`config.mk`:
```
export PLATFORM = sky130hd
export DESIGN_NAME = qvs_isqrt
export DESIGN_NICKNAME = d
export VERILOG_FILES = /design/src/rtl/quemada_viscous_stress_macros.svh /design/src/rtl/qvs_isqrt.sv
export SDC_FILE = /design/constraint.sdc
export NUM_CORES = 2
export LEC_CHECK = 0
export BUFFER_PORTS_ARGS = -buffer_cell sky130_fd_sc_hd__buf_4
export CORE_ASPECT_RATIO = 1.25
export CORE_MARGIN = 4
export CORE_UTILIZATION = 45
export CTS_CLUSTER_DIAMETER = 40
export DETAILED_ROUTE_END_ITERATION = 8
export GPL_ROUTABILITY_DRIVEN = 0
export HOLD_SLACK_MARGIN = 0.02
export PLACE_DENSITY = 0.62
export SLEW_MARGIN = 20
export SYNTH_ARGS = -nofsm -noshare
export SYNTH_HDL_FRONTEND = slang
export SYNTH_MEMORY_MAX_BITS = 65536
export SYNTH_SLANG_ARGS = --single-unit
```
`constraint.sdc`:
```
create_clock -name i_clk -period 7.8 [get_ports i_clk]
set_clock_uncertainty 0.15 [all_clocks]
set_input_delay 0.39 -clock i_clk [delete_from_list [all_inputs] [get_ports i_clk]]
set_output_delay 0.39 -clock i_clk [all_outputs]
set_load 0.005 [all_outputs]
```
`src/rtl/quemada_viscous_stress_macros.svh`:
```
// Assertion helpers for the RTL of the viscous stress unit
`ifndef QUEMADA_VISCOUS_STRESS_MACROS_SVH
`define QUEMADA_VISCOUS_STRESS_MACROS_SVH

// Same-cycle implication, checked out of reset
`define QVS_ASSERT_NOW(label, ante, cons, msg) \
    label: assert property (@(posedge i_clk) disable iff (!i_rst_n) (ante) |-> (cons)) \
        else $error(msg);

// Next-cycle implication, checked out of reset
`define QVS_ASSERT_NEXT(label, ante, cons, msg) \
    label: assert property (@(posedge i_clk) disable iff (!i_rst_n) (ante) |=> (cons)) \
        else $error(msg);

`endif

```
`src/rtl/qvs_isqrt.sv`:
```
module qvs_isqrt #(
    parameter int IW = 67,
    parameter int SW = 1
) (
    input  logic                  i_clk,
    input  logic                  i_rst_n,
    input  logic                  i_en,
    input  logic                  i_valid,
    input  logic [IW-1:0]         i_rad,
    input  logic [SW-1:0]         i_side,
    output logic                  o_valid,
    output logic [(IW+1)/2-1:0]   o_root,
    output logic [SW-1:0]         o_side
);
    localparam int OW = (IW + 1) / 2;
    localparam int XW = 2 * OW;
    localparam int RW = OW + 3;

    logic            r_v    [0:OW-1];
    logic [XW-1:0]   r_x    [0:OW-1];
    logic [RW-1:0]   r_rem  [0:OW-1];
    logic [OW-1:0]   r_root [0:OW-1];
    logic [SW-1:0]   r_side [0:OW-1];

    // One root bit per stage, most significant first
    for (genvar j = 0; j < OW; j++) begin : g_stage
        logic          s_v;
        logic [XW-1:0] s_x;
        logic [RW-1:0] s_rem;
        logic [OW-1:0] s_root;
        logic [SW-1:0] s_side;
        logic [RW-1:0] n_remsh;
        logic [RW-1:0] n_trial;
        logic [RW-1:0] n_rem;
        logic [OW-1:0] n_root;
        logic          n_ge;

        if (j == 0) begin : g_first
            assign s_v    = i_valid;
            assign s_x    = XW'(i_rad);
            assign s_rem  = '0;
            assign s_root = '0;
            assign s_side = i_side;
        end else begin : g_next
            assign s_v    = r_v[j-1];
            assign s_x    = r_x[j-1];
            assign s_rem  = r_rem[j-1];
            assign s_root = r_root[j-1];
            assign s_side = r_side[j-1];
        end

        // Bring down two radicand bits and try the next root bit
        always_comb begin
            n_remsh = {s_rem[RW-3:0], s_x[XW-1 -: 2]};
            n_trial = RW'({s_root, 2'b01});
            n_ge    = (n_remsh >= n_trial);
            n_rem   = n_ge ? (n_remsh - n_trial) : n_remsh;
            n_root  = {s_root[OW-2:0], n_ge};
        end

        always_ff @(posedge i_clk) begin
            if (!i_rst_n) begin
                r_v[j] <= 1'b0;
            end else if (i_en) begin
                r_v[j] <= s_v;
            end
        end

        always_ff @(posedge i_clk) begin
            if (i_en) begin
                r_x[j]    <= s_x << 2;
                r_rem[j]  <= n_rem;
                r_root[j] <= n_root;
                r_side[j] <= s_side;
            end
        end
    end

    assign o_valid = r_v[OW-1];
    assign o_root  = r_root[OW-1];
    assign o_side  = r_side[OW-1];

endmodule

```
Word level (Yosys, flattened, before mapping):

Memories as Yosys holds them, arrays and structs flattened.
Cells that the tools add are included.

* bits in read-only memories: 0
* memories: 5
* bits in registers: 0
* bits in latches: 0
* word-level logic and storage cells: 180
* RAM bits: 4726
* output and inout bits: 36

* reductions and logical operators: 0
* add/sub/neg operators: 34
* magnitude comparators: 34
* bitwise operators: 34
* muxes and demuxes: 73
* shifts and indexed selects: 0
* div/mod/pow operators: 0
* multipliers: 0
* equality and inequality tests: 0

Memories
* r_x: words 34, width 66, read ports 33, clocked after Yosys merged registers in 0, wr ports 34, RTL line qvs_isqrt.sv:20 `logic [XW-1:0] r_x [0:OW-1];`
* r_rem: words 34, width 37, read ports 33, clocked after Yosys merged registers in 0, wr ports 34, RTL line qvs_isqrt.sv:21 `logic [RW-1:0] r_rem [0:OW-1];`
* r_root: words 34, width 34, read ports 34, clocked after Yosys merged registers in 0, wr ports 34, RTL line qvs_isqrt.sv:22 `logic [OW-1:0] r_root [0:OW-1];`
* r_side: words 34, width 1, read ports 34, clocked after Yosys merged registers in 0, wr ports 34, RTL line qvs_isqrt.sv:23 `logic [SW-1:0] r_side [0:OW-1];`
* r_v: words 34, width 1, read ports 34, clocked after Yosys merged registers in 0, wr ports 34, RTL line qvs_isqrt.sv:19 `logic r_v [0:OW-1];`

Operators with widths (number)
* 37-bit 2-to-1 mux: 34
* 37-bit by 36-bit greater-or-equal comparator with 1-bit output: 33
* 37-bit by 36-bit subtractor with 37-bit output: 33
* 1-bit 2-to-1 mux: 39
* 1-bit bitwise OR: 34
* 1-bit by 1-bit subtractor with 2-bit output (second input constant): 1
* 1-bit greater-or-equal comparator (second input constant): 1

Depth between registers and ports, before layout:

* word-level depth: 4
* mapped depth: 15

Worst setup path after synthesis:

Ideal clock, no wire load.

* path kind: register to register
* from: memory r_rem[31][12] in the netlist's numbering
* to: memory r_rem[32][21] in the netlist's numbering, data pin
* path slack: 3943 ps
* stages on the path, launching flop included: 12
* data arrival time: 3448 ps
* required time: 7390 ps
* setup time: 260 ps
* clock period less this slack: 3857 ps
* path through: edfxtp_1 > ha_1 > a21o_1 > a21o_1 > a221oi_1 > o21ai_1 > a311o_1 > a21oi_1 > nor2_1 > o41ai_2 > clkbuf_1 > mux2_2

RTL lines (RTL line)
* start, declared: qvs_isqrt.sv:21

==> flow_metrics.py <==
metrics = {
    "sta": {
        "hold_ws_ps": 95.8,
        "timing.final.crit_share_pct": 59.5,
        "period_needed_ps": 4640,
        "fin_tns_setup_ps": 0,
        "setup_slack_ps": 3160,
        "rsz0062_at_grt": "false",
        "maxSlewViolCount": 0,
        "fmax_mhz": 216,
        "max_slew_margin_pct": 29.5,
        "final-hold-violation-count": 0,
        "setup_viol": 0,
        "worst_slew_pin_slew_ps": 1060,
    },
    "critical_path": {
        "timing.rr.start": "r_rem[29][7]$_DFFE_PP_",
        "r2r_cells": 12,
        "cp_data_arrival_time_ps": 5120,
        "cp-startpoint": "r_rem[29][7]$_DFFE_PP_",
        "worstSetupStartpointType": "flop",
        "ff2ff_setup_slack_ps": 3160,
        "endpoint": "r_rem[30][20]$_DFFE_PP_",
        "worstPathRequired_ps": 8280,
        "endpoint_kind": "flop",
        "r2r-end": "r_rem[30][20]$_DFFE_PP_",
        "path_max_fanout": 46,
        "critPathKind": "reg -> reg",
    },
    "power": {
        "power_switching_uw": 13500,
        "powerDensity_mw_per_mm2": 312,
        "vdd_ir_drop_max_mv": 0.284,
        "seqPwrFrac_pct": 43.9,
        "p_leak_uw": 0.0584,
        "netSwitchingFraction_pct": 28.3,
        "pwr-share-clk_pct": 37.1,
        "combPwrFrac_pct": 19.0,
        "intPower_uw": 34200,
    },
    "logic_synthesis": {
        "seq_area_frac_synth_pct": 65.2,
        "synth_common_cells": "2879 x edfxtp_1, 795 x inv_1, 724 x nand2_1, 628 x ha_1, 593 x a21oi_1",
        "synth_nets": 10900,
        "synthTopCellsByArea": "edfxtp_1 65%, ha_1 5.9%, xor2_1 3.2%",
        "synth_edf_count": 2879,
        "syn-cell-area_mm2": 0.133,
        "ys.flop_type": "edfxtp_1",
        "post_synth.cell_area_avg_um2": 13.1,
        "yosysWarningCount": 0,
        "synthCells": 10200,
        "yosysMostFrequentCell": "edfxtp_1",
        "yosysTopAreaCellShare_pct": 65.2,
        "ys_ff_latch": 2880,
        "synthDistinctLibCells": 93,
        "yosys.area.top_type": "edfxtp_1",
        "synthArstFlopShare_pct": 0,
    },
    "clock_tree": {
        "cts_tree": "done",
        "clock_sinks": 2880,
        "clockRootBuffer": "clkbuf_16",
        "clk_path_buf_depth": 4,
        "h-tree-depth": 5,
        "cts_made_buffers": 385,
        "cts_setup_buffers": 0,
        "clock_latency_ps": 900,
        "cts_hold_buf": 124,
        "cts.reportedPaths.clkPinSlew_ps": 60,
        "cts_resized": 0,
    },
    "detailed_routing": {
        "dr.pass1.iters": 8,
        "ant_nets": 0,
        "drt-total-wl_um": 275000,
        "drtIter0Drc": 5709,
        "wl_per_cell_um": 18.5,
        "route.detailed.drc": 0,
        "route.detailed.vias_per_inst": 5.41,
        "vias": 80500,
    },
    "place": {
        "post-place-ws_ps": 3200,
        "port_buffers": 107,
        "dp.cells": 14000,
        "hpwl_um": 195000,
    },
    "run_status": {
        "outcome": "finished clean",
    },
    "cells_and_area": {
        "postLayoutCoreUtil_pct": 52.1,
        "drive_gt1_share_pct": 8.75,
        "final-seq-area_mm2": 0.0865,
        "fill_cells": 24200,
        "final_cells": 14900,
        "nNetsFinal": 11300,
        "multi_input_area_mm2": 0.0425,
        "syn_to_final_growth_pct": 15.2,
    },
    "die": {
        "core_area_mm2": 0.293,
        "io_pins": 108,
        "die_y_um": 615,
        "dieWidth_um": 494,
        "initial_core_util_pct": 45.3,
        "rows": 222,
        "dieArea_mm2": 0.303,
    },
    "hold_path": {
        "min-delay-path-class": "in -> reg",
        "holdCritStartpoint": "i_rad[8]",
    },
    "global_routing": {
        "antenna_found_initial": 5,
        "grt_max_degree": 179,
        "grt_overflow": 0,
        "grt_pass1_wl_um": 435000,
        "grt_pass1_vias": 81700,
        "grt_usage_pct": 17.7,
    },
    "flow_run": {
        "maxCapViolations": 0,
    },
}
==> per-stage QoR <==
step           instance area (um^2)  power, uW
2_1_floorplan                133000      27300
3_3_place_gp                 138000      29900
3_5_place_dp                 138000      30200
4_1_cts                      153000      48200
5_1_grt                      153000      50200
6_report                     153000      47700
==> layout by cell type (no fill, tap or decap), types with 152 or more instances in the layout <==
cell / n
a21o_1: 268
a21oi_1: 591
buf_4: 152
clkbuf_16: 389
edfxtp_1: 2879
ha_1: 628
inv_1: 795
nand2_1: 724
nand3_1: 158
nor2_1: 591
nor3_1: 250
o21ai_0: 566
xnor2_1: 441
xor2_1: 492
==> per-layer routing <==
metal  GRT usage (%)  vias up  wire length (um)
met3            2.70      793             11500
met1            19.0    39000            101000
met4            9.34        2             16000
met5               0        -                 7
met2            33.1     2068            146000
li1                -    38700                 -
==> final cells by class <==
class,instances,area share [%]
flip-flops and latches,2880,56.6
clock buffers,424,6.47
inverters,798,1.96
diodes,5,0.00819
multi-input cells,6287,27.8
repair buffers,288,1.72
well taps,3920,3.21
clock inverters,286,2.17
==> state kept, by name, summed over array words and instances, names as in the netlist <==
register / count
r_v: 34
r_root: 595
r_side: 34
r_x: 1122
r_rem: 1095
==> critical path, cell delays in order, from the launching register on <==
cell and delay, ps:
edfxtp_1 420, ha_1 400, nand2_1 100, nor4_1 720
o21ai_0 400, a31oi_1 430, a31oi_1 190, a21oi_1 370
a31oi_1 190, nor2b_4 210, buf_4 290, inv_1 170
mux2_2 350
==> power by group through the flow <==
stage                     sequential (uW)  clock, uW  combinational, uW
after global routing                21100      18900              10100
after floorplan                     20600          0               6710
after global placement              21200          0               8650
after detailed placement            21300          0               8910
after CTS                           21000      18200               9010
final                               21000      17700               9080
==> how the worst min path moves through the flow <==
stage	to	slack [ps]	cells after the start
global placement	r_x[1][3]$_DFFE_PP_	250	0
floorplan	r_side[10]$_DFFE_PP_	250	0
global route	r_x[0][8]$_DFFE_PP_	40	2
CTS	r_x[0][7]$_DFFE_PP_	20	2
detailed placement	r_x[10][38]$_DFFE_PP_	250	0
finish	r_x[0][8]$_DFFE_PP_	100	2
==> kinds of logic (layout without fill, tap and decap cells) <==
| family | count (synthesis) | in the layout | synth area share [%] |
|---|---|---|---|
| AND/OR/NAND/NOR | 2600 | 2600 | 9.65 |
| multiplexers | 81 | 81 | 0.676 |
| XOR/XNOR | 933 | 933 | 6.16 |
| adder cells (fa/ha/maj) | 628 | 628 | 5.93 |
| buffers and inverters | 994 | 1796 | 2.83 |
| flip-flops | 2880 | 2880 | 65.2 |
| other | 1 | 6 | 0.00283 |
| AO/OA/AOI/OAI | 2044 | 2044 | 9.55 |
No activity file was read; power rests on OpenSTA's default activity.
